**src/rtl/core/mtes_pkg.sv**
```systemverilog
// Shared types and constants for the multi-timer expiry scheduler.
`default_nettype none

package mtes_pkg;

   // Fixed field widths of the item channels
   localparam int MODE_W    = 2;
   localparam int IDX_IN_W  = 3;
   localparam int TIMEOUT_W = 24;
   localparam int EVENT_W   = 3;
   localparam int MIN_W     = 8;

   // Reported expiries per tick and the widths of the list that holds them
   localparam int EXP_PTR_W  = 3;
   localparam int CNT_RES_W  = 4;
   localparam logic [CNT_RES_W-1:0] MAX_RESULTS = 4'd8;

   localparam logic [MIN_W-1:0] MIN_TIMEOUT_RESET = 8'd5;

   // Item modes
   localparam logic [MODE_W-1:0] MODE_TICK     = 2'd0;
   localparam logic [MODE_W-1:0] MODE_START    = 2'd1;
   localparam logic [MODE_W-1:0] MODE_STOP     = 2'd2;
   localparam logic [MODE_W-1:0] MODE_STOP_ALL = 2'd3;

   // Result codes
   localparam logic [EVENT_W-1:0] EV_EXPIRY    = 3'd0;
   localparam logic [EVENT_W-1:0] EV_START_OK  = 3'd1;
   localparam logic [EVENT_W-1:0] EV_TOO_SHORT = 3'd2;
   localparam logic [EVENT_W-1:0] EV_IGNORED   = 3'd3;
   localparam logic [EVENT_W-1:0] EV_STOPPED   = 3'd4;

   // Sequencer states
   typedef enum logic [1:0] {
      ST_IDLE,
      ST_CMD_RSP,
      ST_SCAN,
      ST_EMIT
   } state_type;

   // Status from the shared count-down unit
   typedef struct packed {
      logic expired;
      logic stays_running;
   } tick_status_type;

endpackage

`default_nettype wire

```
**src/rtl/core/mtes_ram.sv**
```systemverilog
// Generic single-write, single-read RAM with registered read data.
`default_nettype none

module mtes_ram #(
   parameter int WIDTH = 24,
   parameter int DEPTH = 8
) (
   input  wire logic                                      clock,
   input  wire logic                                      wr_en,
   input  wire logic [((DEPTH > 1) ? $clog2(DEPTH) : 1)-1:0] wr_addr,
   input  wire logic [WIDTH-1:0]                          wr_data,
   input  wire logic                                      rd_en,
   input  wire logic [((DEPTH > 1) ? $clog2(DEPTH) : 1)-1:0] rd_addr,
   output logic      [WIDTH-1:0]                          rd_data
);

   logic [WIDTH-1:0] mem_ff [DEPTH];
   logic [WIDTH-1:0] rd_data_ff;

   always_ff @(posedge clock) begin
      if (wr_en) begin
         mem_ff[wr_addr] <= wr_data;
      end
      if (rd_en) begin
         rd_data_ff <= mem_ff[rd_addr];
      end
   end

   assign rd_data = rd_data_ff;

endmodule

`default_nettype wire

```
**src/rtl/core/mtes_tick_unit.sv**
```systemverilog
// Shared count-down unit: one timer's decrement, expiry test and reload.
`default_nettype none

module mtes_tick_unit #(
   parameter int TICK_WIDTH = 24
) (
   input  wire logic                   active,
   input  wire logic [TICK_WIDTH-1:0]  remaining,
   input  wire logic [TICK_WIDTH-1:0]  period,
   output logic      [TICK_WIDTH-1:0]  remaining_next,
   output mtes_pkg::tick_status_type   status
);

   import mtes_pkg::*;

   logic expired;

   // Remaining of zero or one expires on this tick
   assign expired = active && (remaining[TICK_WIDTH-1:1] == '0);

   // Reload on expiry (zero period means one-shot), else count down
   assign remaining_next       = expired ? period : (remaining - 1'b1);
   assign status.expired       = expired;
   assign status.stays_running = !expired || (period != '0);

endmodule

`default_nettype wire

```
**src/rtl/core/multi_timer_expiry_scheduler_unit.sv**
```systemverilog
// Top level of the multi-timer expiry scheduler.
`default_nettype none

// A bank of NUM_TIMERS count-down timers driven by tick, start, stop and
// stop-all items. Counts and periods live in two small RAMs that one
// count-down unit walks through, one timer per cycle. A command is
// accepted, then its single result is loaded into the output register
// once that is free. A tick scans every timer (one RAM read port,
// registered read data), then emits its reported expiries one by one,
// with at most eight reported per tick, lowest index first; later
// expiries still reload or stop their timers. Input stall is high whenever
// an item is in progress. The output register lets a new item be accepted
// while the previous result still waits. The RAMs need no clearing after
// reset: a count is only read for a running timer, and every start writes it.
// min_timeout is written through the csr channel, which is always ready.
module multi_timer_expiry_scheduler_unit #(
   parameter int NUM_TIMERS = 8,
   parameter int TICK_WIDTH = 24
) (
   input  wire logic                              clock,
   input  wire logic                              reset,
   // Input items
   input  wire logic                              req_valid,
   output logic                                   req_stall,
   input  wire logic [mtes_pkg::MODE_W-1:0]       req_mode,
   input  wire logic [mtes_pkg::IDX_IN_W-1:0]     req_timer_index,
   input  wire logic [mtes_pkg::TIMEOUT_W-1:0]    req_timeout,
   input  wire logic                              req_repeat_req,
   // Result items
   output logic                                   rsp_valid,
   input  wire logic                              rsp_stall,
   output logic      [mtes_pkg::EVENT_W-1:0]      rsp_event_res,
   output logic      [mtes_pkg::IDX_IN_W-1:0]     rsp_event_timer,
   output logic                                   rsp_last,
   // Configuration
   input  wire logic                              csr_valid,
   output logic                                   csr_ready,
   input  wire logic [mtes_pkg::MIN_W-1:0]        csr_wdata
);

   import mtes_pkg::*;

   localparam int IDX_W = (NUM_TIMERS > 1) ? $clog2(NUM_TIMERS) : 1;
   localparam int CNT_W = $clog2(NUM_TIMERS + 1);
   localparam logic [CNT_W-1:0] SCAN_END     = CNT_W'(NUM_TIMERS);
   localparam logic [7:0]       NUM_TIMERS_L = 8'(NUM_TIMERS);

   state_type                state_ff, state_in;
   logic [CNT_W-1:0]         scan_ff, scan_in, scan_prev;
   logic [IDX_W-1:0]         cmd_idx, proc_idx;
   logic [NUM_TIMERS-1:0]    running_ff, running_in;
   logic [MIN_W-1:0]         min_timeout_ff;
   logic [TICK_WIDTH-1:0]    cmd_ticks;

   logic cmd_accept, tick_accept, idx_ok, too_short, start_ok, idx_running;
   logic [EVENT_W-1:0]       cmd_res_ff, cmd_res_in;
   logic [IDX_IN_W-1:0]      cmd_timer_ff, cmd_timer_in;

   logic [IDX_IN_W-1:0]      exp_ff [MAX_RESULTS];
   logic [CNT_RES_W-1:0]     exp_cnt_ff, exp_cnt_in;
   logic [EXP_PTR_W-1:0]     emit_ptr_ff, emit_ptr_in;
   logic                     exp_record, emit_last;

   logic                     rsp_valid_ff, rsp_valid_in;
   logic [EVENT_W-1:0]       rsp_event_res_ff;
   logic [IDX_IN_W-1:0]      rsp_event_timer_ff;
   logic                     rsp_last_ff;
   logic                     out_free;

   logic                     rd_en, proc_en, load_cmd, load_exp;
   logic                     proc_running;
   logic                     rem_wr_en, per_wr_en;
   logic [IDX_W-1:0]         rem_wr_addr;
   logic [TICK_WIDTH-1:0]    rem_wr_data, per_wr_data;
   logic [TICK_WIDTH-1:0]    rem_rd, per_rd, rem_next;
   tick_status_type          tick_status;

   // Count and period storage
   mtes_ram #(.WIDTH(TICK_WIDTH), .DEPTH(NUM_TIMERS)) u_rem_ram (
      .clock   (clock),
      .wr_en   (rem_wr_en),
      .wr_addr (rem_wr_addr),
      .wr_data (rem_wr_data),
      .rd_en   (rd_en),
      .rd_addr (scan_ff[IDX_W-1:0]),
      .rd_data (rem_rd)
   );

   mtes_ram #(.WIDTH(TICK_WIDTH), .DEPTH(NUM_TIMERS)) u_per_ram (
      .clock   (clock),
      .wr_en   (per_wr_en),
      .wr_addr (cmd_idx),
      .wr_data (per_wr_data),
      .rd_en   (rd_en),
      .rd_addr (scan_ff[IDX_W-1:0]),
      .rd_data (per_rd)
   );

   // Shared count-down unit
   mtes_tick_unit #(.TICK_WIDTH(TICK_WIDTH)) u_tick_unit (
      .active         (proc_running),
      .remaining      (rem_rd),
      .period         (per_rd),
      .remaining_next (rem_next),
      .status         (tick_status)
   );

   // Command decode
   assign cmd_idx     = IDX_W'(req_timer_index);
   assign cmd_ticks   = TICK_WIDTH'(req_timeout);
   assign idx_ok      = {5'd0, req_timer_index} < NUM_TIMERS_L;
   assign idx_running = idx_ok && running_ff[cmd_idx];
   assign too_short   = cmd_ticks < TICK_WIDTH'(min_timeout_ff);
   assign cmd_accept  = req_valid && !req_stall && (req_mode != MODE_TICK);
   assign tick_accept = req_valid && !req_stall && (req_mode == MODE_TICK);
   assign start_ok    = cmd_accept && (req_mode == MODE_START) && !too_short
                        && idx_ok && !idx_running;

   always_comb begin
      cmd_timer_in = req_timer_index;
      case (req_mode)
         MODE_START: begin
            if (too_short) begin
               cmd_res_in = EV_TOO_SHORT;
            end else if (!idx_ok || idx_running) begin
               cmd_res_in = EV_IGNORED;
            end else begin
               cmd_res_in = EV_START_OK;
            end
         end
         MODE_STOP_ALL: begin
            cmd_res_in   = EV_STOPPED;
            cmd_timer_in = '0;
         end
         default: begin
            cmd_res_in = EV_STOPPED;
         end
      endcase
   end

   // Scan position: timer being read and timer being updated
   assign scan_prev    = scan_ff - 1'b1;
   assign proc_idx     = scan_prev[IDX_W-1:0];
   assign proc_running = proc_en && running_ff[proc_idx];
   assign exp_record   = tick_status.expired && (exp_cnt_ff < MAX_RESULTS);
   assign out_free     = !rsp_valid_ff || !rsp_stall;
   assign emit_last    = (CNT_RES_W'(emit_ptr_ff) + 1'b1) == exp_cnt_ff;

   // Next state
   always_comb begin
      state_in = state_ff;
      case (state_ff)
         ST_IDLE: begin
            if (tick_accept) begin
               state_in = ST_SCAN;
            end else if (cmd_accept) begin
               state_in = ST_CMD_RSP;
            end
         end
         ST_CMD_RSP: begin
            if (out_free) begin
               state_in = ST_IDLE;
            end
         end
         ST_SCAN: begin
            if (scan_ff == SCAN_END) begin
               state_in = (exp_cnt_in != '0) ? ST_EMIT : ST_IDLE;
            end
         end
         ST_EMIT: begin
            if (out_free && emit_last) begin
               state_in = ST_IDLE;
            end
         end
         default: begin
            state_in = ST_IDLE;
         end
      endcase
   end

   // Sequencer outputs
   always_comb begin
      req_stall = 1'b1;
      rd_en     = 1'b0;
      proc_en   = 1'b0;
      load_cmd  = 1'b0;
      load_exp  = 1'b0;
      case (state_ff)
         ST_IDLE: begin
            req_stall = 1'b0;
         end
         ST_CMD_RSP: begin
            load_cmd = out_free;
         end
         ST_SCAN: begin
            rd_en   = scan_ff < SCAN_END;
            proc_en = scan_ff != '0;
         end
         ST_EMIT: begin
            load_exp = out_free;
         end
         default: begin
            req_stall = 1'b1;
         end
      endcase
   end

   // RAM write ports: starts in idle, count-down writes during the scan
   assign rem_wr_en   = start_ok || proc_running;
   assign rem_wr_addr = start_ok ? cmd_idx : proc_idx;
   assign rem_wr_data = start_ok ? cmd_ticks : rem_next;
   assign per_wr_en   = start_ok;
   assign per_wr_data = req_repeat_req ? cmd_ticks : '0;

   // Running flags, scan counter, expiry list
   always_comb begin
      running_in = running_ff;
      if (cmd_accept) begin
         case (req_mode)
            MODE_START: begin
               if (start_ok) begin
                  running_in[cmd_idx] = 1'b1;
               end
            end
            MODE_STOP: begin
               if (idx_ok) begin
                  running_in[cmd_idx] = 1'b0;
               end
            end
            MODE_STOP_ALL: begin
               running_in = '0;
            end
            default: begin
               running_in = running_ff;
            end
         endcase
      end
      if (proc_running && !tick_status.stays_running) begin
         running_in[proc_idx] = 1'b0;
      end

      scan_in = scan_ff;
      if (tick_accept) begin
         scan_in = '0;
      end else if ((state_ff == ST_SCAN) && (scan_ff != SCAN_END)) begin
         scan_in = scan_ff + 1'b1;
      end

      exp_cnt_in = exp_cnt_ff;
      if (tick_accept) begin
         exp_cnt_in = '0;
      end else if (exp_record) begin
         exp_cnt_in = exp_cnt_ff + 1'b1;
      end

      emit_ptr_in = emit_ptr_ff;
      if (tick_accept) begin
         emit_ptr_in = '0;
      end else if (load_exp) begin
         emit_ptr_in = emit_ptr_ff + 1'b1;
      end

      rsp_valid_in = rsp_valid_ff && rsp_stall;
      if (load_cmd || load_exp) begin
         rsp_valid_in = 1'b1;
      end
   end

   // Control registers
   always_ff @(posedge clock) begin
      if (reset) begin
         state_ff       <= ST_IDLE;
         scan_ff        <= '0;
         running_ff     <= '0;
         min_timeout_ff <= MIN_TIMEOUT_RESET;
         exp_cnt_ff     <= '0;
         emit_ptr_ff    <= '0;
         rsp_valid_ff   <= 1'b0;
      end else begin
         state_ff     <= state_in;
         scan_ff      <= scan_in;
         running_ff   <= running_in;
         exp_cnt_ff   <= exp_cnt_in;
         emit_ptr_ff  <= emit_ptr_in;
         rsp_valid_ff <= rsp_valid_in;
         if (csr_valid && csr_ready) begin
            min_timeout_ff <= csr_wdata;
         end
      end
   end

   // Payload registers
   always_ff @(posedge clock) begin
      if (cmd_accept) begin
         cmd_res_ff   <= cmd_res_in;
         cmd_timer_ff <= cmd_timer_in;
      end
      if (exp_record) begin
         exp_ff[exp_cnt_ff[EXP_PTR_W-1:0]] <= IDX_IN_W'(proc_idx);
      end
      if (load_cmd) begin
         rsp_event_res_ff   <= cmd_res_ff;
         rsp_event_timer_ff <= cmd_timer_ff;
         rsp_last_ff        <= 1'b1;
      end else if (load_exp) begin
         rsp_event_res_ff   <= EV_EXPIRY;
         rsp_event_timer_ff <= exp_ff[emit_ptr_ff];
         rsp_last_ff        <= emit_last;
      end
   end

   assign csr_ready       = 1'b1;
   assign rsp_valid       = rsp_valid_ff;
   assign rsp_event_res   = rsp_event_res_ff;
   assign rsp_event_timer = rsp_event_timer_ff;
   assign rsp_last        = rsp_last_ff;

   // Expiry list never overfills
   a_exp_cnt_bound: assert property (@(posedge clock) disable iff (reset)
      exp_cnt_ff <= MAX_RESULTS)
      else $error("expiry count above limit");

   // Emitting only with something to emit
   a_emit_nonempty: assert property (@(posedge clock) disable iff (reset)
      (state_ff == ST_EMIT) |-> (exp_cnt_ff != '0))
      else $error("emit state with empty expiry list");

   // Command results are always the final result of their item
   a_cmd_last: assert property (@(posedge clock) disable iff (reset)
      (rsp_valid && (rsp_event_res != EV_EXPIRY)) |-> rsp_last)
      else $error("command result without last");

   // The scan ends once the final timer has been updated
   a_scan_ends: assert property (@(posedge clock) disable iff (reset)
      ((state_ff == ST_SCAN) && (scan_ff == SCAN_END)) |=> (state_ff != ST_SCAN))
      else $error("scan ran past the last timer");

endmodule

`default_nettype wire
```
**config.mk**
```make
export PLATFORM = sky130hd
export DESIGN_NAME = multi_timer_expiry_scheduler_unit
export DESIGN_NICKNAME = d
export VERILOG_FILES = /design/src/rtl/core/mtes_pkg.sv /design/src/rtl/core/mtes_ram.sv /design/src/rtl/core/mtes_tick_unit.sv /design/src/rtl/core/multi_timer_expiry_scheduler_unit.sv
export SDC_FILE = /design/constraint.sdc
export NUM_CORES = 1
export LEC_CHECK = 0
export BUFFER_PORTS_ARGS = -buffer_cell sky130_fd_sc_hd__clkbuf_2
export CAP_MARGIN = 30
export CORE_ASPECT_RATIO = 1.4
export CORE_MARGIN = 2
export CORE_UTILIZATION = 55
export CTS_CLUSTER_DIAMETER = 150
export CTS_CLUSTER_SIZE = 25
export DETAILED_ROUTE_END_ITERATION = 10
export HOLD_SLACK_MARGIN = 0.02
export PLACE_DENSITY = 0.72
export SLEW_MARGIN = 20
export SYNTH_ARGS = -nofsm -noshare
export SYNTH_HDL_FRONTEND = slang
export SYNTH_SLANG_ARGS = --single-unit
```
**constraint.sdc**
```tcl
create_clock -name clock -period 7.3 [get_ports clock]
set_input_delay 0 -clock clock [delete_from_list [all_inputs] [get_ports clock]]
set_output_delay 0 -clock clock [all_outputs]
set_load 0.005 [all_outputs]
```
# [Word-level counts from Yosys, hierarchy flattened]
# Memories as Yosys holds them, arrays and structs flattened. A register that Yosys moved wholly into a read port is not among the register bits.
# Cells that the tools add are included.
[totals] reg_bits=43 ram_bits=408 input_bits=43 out_inout_bits=10 wordCells=129 mem_count=3
[memory_table] name="u_per_ram.mem_ff" depth=8 word_bits=24 read_ports=1 rd_ports_with_merged_regs=1 wr=1 line="mtes_ram.sv:17" rtl="logic [WIDTH-1:0] mem_ff [DEPTH];"
[memory_table] name="u_rem_ram.mem_ff" depth=8 word_bits=24 read_ports=1 rd_ports_with_merged_regs=1 wr=1 line="mtes_ram.sv:17"
[memory_table] name="exp_ff" depth=8 word_bits=3 read_ports=1 rd_ports_with_merged_regs=1 wr=1 line="multi_timer_expiry_scheduler_unit.sv:59" rtl="logic [IDX_IN_W-1:0] exp_ff [MAX_RESULTS];"
[classes] add_sub_neg=6 order_cmp=7 eq_ne=13 mux=45 bitwise_logic=6 n_reduce_logical=36
[op_table] op="24-bit 2-to-1 mux" count=3
[op_table] op="24-bit by 8-bit < comparator with 1-bit output" count=1
[op_table] op="3-bit 2-to-1 mux" count=8
[op_table] op="8-bit 2-to-1 mux" count=3
[op_table] op="8-bit one-hot mux with 3 select lines" count=1
[op_table] op="24-bit nonzero test" count=1
[op_table] op="24-bit by 1-bit subtractor with 24-bit output (second input constant)" count=1
[op_table] op="23-bit zero test" count=1
[op_table] op="8-bit AND" count=2
[op_table] op="1-bit 2-to-1 mux" count=16
[op_table] op="8-bit NOT" count=2
[op_table] op="1-bit logical AND" count=15
[op_table] op="2-bit 2-to-1 mux" count=7
[op_table] op="4-bit by 1-bit adder with 4-bit output (second input constant)" count=2
[op_table] op="2-bit equality test (second input constant)" count=4
[op_table] op="3-bit by 4-bit < comparator with 1-bit output (second input constant)" count=2
[op_table] op="4-bit < comparator (second input constant)" count=2
[op_table] op="4-bit 2-to-1 mux" count=2
[op_table] op="8-bit bitwise OR" count=1
[op_table] op="2-bit one-hot mux with 4 select lines" count=1
[op_table] op="4-bit nonzero test" count=2
[op_table] op="1-bit binary-select mux with 3-bit select" count=2
[op_table] op="1-bit demux with 3-bit select" count=2
[op_table] op="3-bit by 1-bit greater-or-equal comparator with 1-bit output (second input constant)" count=2
[op_table] op="16 further kinds" count=30

# [Depth between registers and ports, before layout]
[logic_depth] word_depth=12 mapped_depth=13 ltp_nobuf=8

# [Cells and area by module]
# Synthesis repeated with hierarchy kept, for this count alone.
[unflattened] hier_cells=1167 hier_area_um2=20973.9
[by_module_without_submodules] mod="mtes_ram" instances=2 cells_each=314 area_each_um2=8037.7 seq_area_each_um2=6486.2
[by_module_without_submodules] mod="multi_timer_expiry_scheduler_unit" instances=1 cells_each=404 area_each_um2=4068.9 seq_area_each_um2=1761.7
[by_module_without_submodules] mod="mtes_tick_unit" instances=1 cells_each=135 area_each_um2=829.5 seq_area_each_um2=0.0

# [Worst setup path after synthesis]
# OpenSTA, ideal clock, no wires.
[synth_path] path_kind="reg2reg" from="reg scan_ff[1]" to="mem u_rem_ram.mem_ff[0][0] (enable)" setup_time_ns=0.438 arrival_ns=4.221 required_ns=6.862 path_slack_ns=2.641 stages_incl_launch_ff=12 path_buffers=4 synth_period_minus_slack_ns=4.659 cell_sequence="dfxtp_1 -> clkbuf_1 -> clkbuf_1 -> buf_1 -> inv_1 -> ha_1 -> buf_6 -> mux2_2 -> mux4_2 -> a21o_2 -> nand3_1 -> o21ai_0"
[synth_via] elab_chain_len=7 elab_cells_between_ends=10 cone_classes="add/sub (1); mux (6); reduce/logical (3)"
[synth_lines] element="start: declaration" line="multi_timer_expiry_scheduler_unit.sv:49" rtl="logic [CNT_W-1:0] scan_ff, scan_in, scan_prev;"
[synth_lines] element="start signal: assignment" line="multi_timer_expiry_scheduler_unit.sv:281" rtl="scan_ff <= scan_in;"
[synth_lines] element="3-bit by 1-bit subtractor with 3-bit output" line="multi_timer_expiry_scheduler_unit.sv:142" rtl="assign scan_prev = scan_ff - 1'b1;"
[synth_lines] element="1-bit binary-select mux with 3-bit select" line="multi_timer_expiry_scheduler_unit.sv:144" rtl="assign proc_running = proc_en && running_ff[proc_idx];"
[synth_lines] element="1-bit 2-to-1 mux (implied by the code)" line="multi_timer_expiry_scheduler_unit.sv:144"
[synth_lines] element="1-bit logical AND" line="multi_timer_expiry_scheduler_unit.sv:144"
[synth_lines] element="1-bit logical OR" line="multi_timer_expiry_scheduler_unit.sv:209" rtl="assign rem_wr_en = start_ok || proc_running;"
[synth_lines] element="1-bit 2-to-1 mux" line="mtes_ram.sv:21" rtl="if (wr_en) begin"
[synth_lines] element="1-bit 2-to-1 mux (implied by the code)" line="mtes_ram.sv:22" rtl="mem_ff[wr_addr] <= wr_data;"
[synth_lines] element="end: declaration" line="mtes_ram.sv:17"
# Parallel ways exist; a longest one is shown, timed or not. The select of a mux whose other input is x is not followed.

# [Worst setup path after layout]
[layout_path] from="reg scan_ff[0]" to="mem u_rem_ram.mem_ff[6][8] (data pin)"
[layout_via] elab_chain_len=7 elab_cells_between_ends=9 cone_classes="add/sub (1); mux (5); reduce/logical (3)"
[layout_lines] element="3-bit by 1-bit subtractor with 3-bit output" line="multi_timer_expiry_scheduler_unit.sv:142"
[layout_lines] element="net scan_prev[0]" line="multi_timer_expiry_scheduler_unit.sv:49"
[layout_lines] element="1-bit binary-select mux with 3-bit select" line="multi_timer_expiry_scheduler_unit.sv:144"
[layout_lines] element="1-bit 2-to-1 mux (implied by the code)" line="multi_timer_expiry_scheduler_unit.sv:144"
[layout_lines] element="1-bit logical AND" line="multi_timer_expiry_scheduler_unit.sv:144"
[layout_lines] element="1-bit logical AND" line="mtes_tick_unit.sv:19" rtl="assign expired = active && (remaining[TICK_WIDTH-1:1] == '0);"
[layout_lines] element="24-bit 2-to-1 mux" line="mtes_tick_unit.sv:22" rtl="assign remaining_next = expired ? period : (remaining - 1'b1);"
[layout_lines] element="24-bit 2-to-1 mux" line="multi_timer_expiry_scheduler_unit.sv:211" rtl="assign rem_wr_data = start_ok ? cmd_ticks : rem_next;"
[layout_lines] element="net rem_wr_data[8]" line="multi_timer_expiry_scheduler_unit.sv:74" rtl="logic [TICK_WIDTH-1:0] rem_wr_data, per_wr_data;"
# The timed path passes the listed nets, and every way through them passes these cells. The select of a mux whose other input is x is not followed.

==> results.md <==
- measured slew at the worst slew-check pin: 0.925 ns
- global-route wire length before repair: 67400 µm
- Die Outline Area: 39300 µm²
- FFs w/ async S/R, synth: 0
- final instance area: 22900 µm²
- critical path data required time: 7.59 ns
- combinational share of power: 0.048
- Routed wire per std cell: 25.5 µm
- Synthesized Nets: 1216
- Max IR drop VDD: 0.235 mV
- Site Rows: 84
- Setup Total Neg Slack: 0 ns
- stage delay of the slowest cell on the critical path: 0.73 ns
- fill cell instance count of the final layout: 2682
- via density per instance: 6.23
- area fraction of the dominant cell type after synthesis: 0.677
- library cell with the largest summed area after synthesis: sky130_fd_sc_hd__edfxtp_1
- number of library cell types mapped by synthesis: 65
- Final Core Density: 0.612
- number of global-route vias before repair: 11235
- Inserted Clock Buffers: 24
- number of antenna violations at the first check in global routing: 0
- CTS tree: yes
- number of levels the H-tree was split into: 1
- post-detail-place hpwl: 26800 µm
- flip-flop cell with the highest count after synthesis: sky130_fd_sc_hd__edfxtp_1
- number of optimization iterations in the first detailed-route pass: 5
- largest clock skew in the final design: 0.0294 ns
- worst min-delay path class: primary input to flop
- share of post-route cells with drive strength above 1: 0.240
- Iter 0 DRT Violations: 922
- end point of the most critical hold path: u_per_ram.mem_ff[2][4]
- Max-slew headroom: 0.381
- number of hold violations in the final report: 0
- maximum clock rate: 214 MHz
- number of sinks handled by clock tree synthesis: 502
- area of the mapped netlist: 20800 µm²
- cells along the critical path: inv_1 > ha_1 > mux2_2 > mux4_2 > and3_4 > o21ai_4 > buf_4 > mux2i_1 > o21ai_1
- final cycle utilization of the critical path: 0.641
- Startpoint Class: flop
- die width: 168 µm
- pin count of the biggest net entering global routing: 56
- Yosys reg bits: 502
- remaining antenna violation count: 0
- total length of routed wires: 44600 µm
- Post-synth EDFFs: 468
- area taken by multi-input logic gates: 5730 µm²
- Diodes inserted: 0
- largest cells by area after synthesis: sky130_fd_sc_hd__edfxtp_1 (68%), sky130_fd_sc_hd__mux4_2 (11%), sky130_fd_sc_hd__dfxtp_1 (3.3%), sky130_fd_sc_hd__mux2_2 (2.8%), sky130_fd_sc_hd__mux2i_1 (1.5%)
- clock-pin slew on the worst setup and hold paths: 0.09 ns
- max-cap violation count: 0
- Die H: 234 µm
- share of total power consumed by net switching: 0.204
- area used by sequential logic in the layout: 14700 µm²
- CTS Buffer Depth: 3
- net switching component of the power: 0.998 mW
- Area Overhead vs Synth: 10.3%
- internal power: 3.90 mW
- placed inst area: 21600 µm²
- status: complete, no violations
- overflow left after global routing: 0
- placeable core area: 37400 µm²
- sequential element share of the synthesized area: 0.710
- number of max-slew violations in the final report: 0
- maximum fanout count along the critical path: 30
- root cell of the clock tree: sky130_fd_sc_hd__clkbuf_16
- worst slack on hold paths: 0.280 ns
- part of the power in the clock network: 0.302
- Avg Synthesized Cell Area: 17.9 µm²
- clock insertion delay at the later pin of the skew report: 0.58 ns
- input/output buffers: 51
- hold path startpoint: req_repeat_req
- P_leak: 7.35 nW
- Crit Path Category: flop to flop
- Flop pwr share: 0.650
- synthesized instance count: 1161
- data arrival time of the worst path: 4.97 ns
- count of final setup violators: 0
- number of placed I/O pins: 53
- setup repair after global routing missed its margin: false
- number of warning messages in the yosys log: 0
- Setup Buffers After CTS: 0
- sort of element at the end of the critical path: flop
- total global-route track usage: 0.231
- placer's final routability congestion estimate: 0.866
- vias: 10886
- initial standard-cell utilization of the core: 0.555
- library cell contributing the largest single delay on the critical path: sky130_fd_sc_hd__o21ai_4
- WHS Path Cells: 2
- reg-to-reg slack, setup: 2.62 ns
- cells on worst reg2reg path: 9
- power density of the placed cells: 214 nW/µm²
- final layout net count: 1322
- crit path time final: 4.68 ns
- Crit Reg-Reg Startpoint: scan_ff[0]
- worst reg2reg path endpoint: u_rem_ram.mem_ff[6][8]
- DRC errors left: 0
-- kinds of logic (layout without fill, tap and decap cells) --
| group | Yosys count | after routing | synth area share |
|---|---|---|---|
| AOI/OAI and AO/OA | 106 | 106 | 0.0361 |
| xor gates and xnor gates | 32 | 32 | 0.0135 |
| adders and majority gates | 12 | 12 | 0.00723 |
| buffers and inverters | 81 | 195 | 0.0182 |
| DFF | 502 | 502 | 0.710 |
| muxes | 188 | 188 | 0.156 |
| other | 1 | 1 | 0.000181 |
| and+or+nand+nor | 239 | 239 | 0.0587 |
-- power groups by stage --
stage	registers (mW)	clock network [mW]	logic, mW
after detailed placement	3.25	0	0.202
after CTS	3.19	1.50	0.230
after floorplan	3.24	0	0.134
after global placement	3.25	0	0.195
after global routing	3.19	1.60	0.253
final	3.19	1.48	0.235
-- placed cells by master, fill, tap and decap left out, types with 16 or more instances in the layout --
master	instances
sky130_fd_sc_hd__edfxtp_1	468
sky130_fd_sc_hd__mux4_2	103
sky130_fd_sc_hd__nand2_1	63
sky130_fd_sc_hd__dlygate4sd3_1	59
sky130_fd_sc_hd__nor2_1	52
sky130_fd_sc_hd__mux2_2	52
sky130_fd_sc_hd__clkbuf_2	51
sky130_fd_sc_hd__mux2i_1	32
sky130_fd_sc_hd__dfxtp_1	31
sky130_fd_sc_hd__and2_1	30
sky130_fd_sc_hd__buf_4	27
sky130_fd_sc_hd__clkbuf_16	25
sky130_fd_sc_hd__inv_1	24
sky130_fd_sc_hd__o21ai_0	20
sky130_fd_sc_hd__xor2_1	19
sky130_fd_sc_hd__nor4_1	17
sky130_fd_sc_hd__a21oi_1	16
sky130_fd_sc_hd__o21ai_2	16
-- metrics by stage --
step / total power [mW] / setup slack [ns] / std cells
CTS: 4.92 / 2.59 / 1748
global route: 5.04 / 2.32 / 1748
floorplan: 3.38 / 2.64 / 1161
global placement: 3.45 / 2.83 / 1655
finish: 4.90 / 2.62 / 1748
detailed placement: 3.45 / 2.63 / 1655
-- per-layer routing --
| metal | up-vias | part of all wire | track usage | wire length, µm |
|---|---|---|---|---|
| met5 | - | 0 | 0 | 0 |
| met3 | 66 | 0.063 | 0.0221 | 2820 |
| met4 | 0 | 0.024 | 0.0633 | 1070 |
| li1 | 4803 | - | - | - |
| met2 | 440 | 0.52 | 0.415 | 23400 |
| met1 | 5577 | 0.39 | 0.305 | 17400 |
-- flip-flops by register name (all words and copies together) (netlist names), named ones only --
signal and flops:
rsp_valid 1, running_ff 8, emit_ptr_ff 3, u_rem_ram.rd_data 24, exp_ff 24, u_per_ram.mem_ff 192
min_timeout_ff 8, u_per_ram.rd_data 24, scan_ff 4, u_rem_ram.mem_ff 192, rsp_event_res 3, rsp_event_timer 3
cmd_timer_ff 3, rsp_last 1, state_ff 2, cmd_res_ff 3, exp_cnt_ff 4
-- worst max path at each step --
| stage | depth (start not counted) | start | endpoint | slack [ns] |
|---|---|---|---|---|
| 4_1_cts | 9 | scan_ff[0] | u_rem_ram.mem_ff[1][8] | 2.59 |
| 6_report | 9 | scan_ff[0] | u_rem_ram.mem_ff[6][8] | 2.62 |
| 3_5_place_dp | 9 | scan_ff[0] | u_rem_ram.mem_ff[5][8] | 2.63 |
| 3_3_place_gp | 9 | scan_ff[0] | u_rem_ram.mem_ff[4][4] | 2.83 |
| 2_1_floorplan | 11 | scan_ff[1] | u_rem_ram.mem_ff[0][0] | 2.64 |
| 5_1_grt | 9 | scan_ff[0] | u_rem_ram.mem_ff[5][4] | 2.32 |
-- worst max-delay path, delay by kind of cell (launching register included) --
kind | cells | cell delay [ns]
simple gates | 1 | 0.20
flops | 1 | 0.69
buf+inv | 2 | 0.76
fa+ha+maj | 1 | 0.56
mux | 3 | 1.02
compound gates | 2 | 1.15
-- repair_timing --
item	4_1_cts	5_1_grt
resized for setup	0	0
hold buffers	59	0
endpoints found under the hold margin	337	0
-- synthesized netlist by cell type (all sizes together), types with 2 or more instances --
| master | n |
|---|---|
| clkbuf | 36 |
| o22ai | 2 |
| a22oi | 2 |
| mux2 | 53 |
| nor4b | 5 |
| nor4 | 17 |
| or4 | 2 |
| dfxtp | 34 |
| nand3 | 8 |
| and3b | 3 |
| mux4 | 103 |
| nand2 | 63 |
| ha | 12 |
| nand4 | 8 |
| nor3b | 5 |
| o31ai | 4 |
| mux2i | 32 |
| a211o | 2 |
| nand2b | 4 |
| a221oi | 10 |
| or3 | 5 |
| a211oi | 6 |
| a21oi | 16 |
| o211ai | 5 |
| edfxtp | 468 |
| and2 | 33 |
| xor2 | 19 |
| inv | 24 |
| a2111oi | 2 |
| o21ai | 49 |
| a21o | 3 |
| buf | 21 |
| nor2 | 55 |
| xnor2 | 13 |
| nor3 | 16 |
| and3 | 10 |
-- cell type report --
| cell class | instances | share of cell area |
|---|---|---|
| multi-input combinational | 578 | 0.250 |
| clock buffer | 33 | 0.0286 |
| inverter | 24 | 0.00394 |
| clock inverter | 1 | 0.00131 |
| tap | 473 | 0.0259 |
| sequential | 502 | 0.644 |
| timing repair buffer | 137 | 0.0458 |
Note: power is estimated with default switching activity, not from simulation.
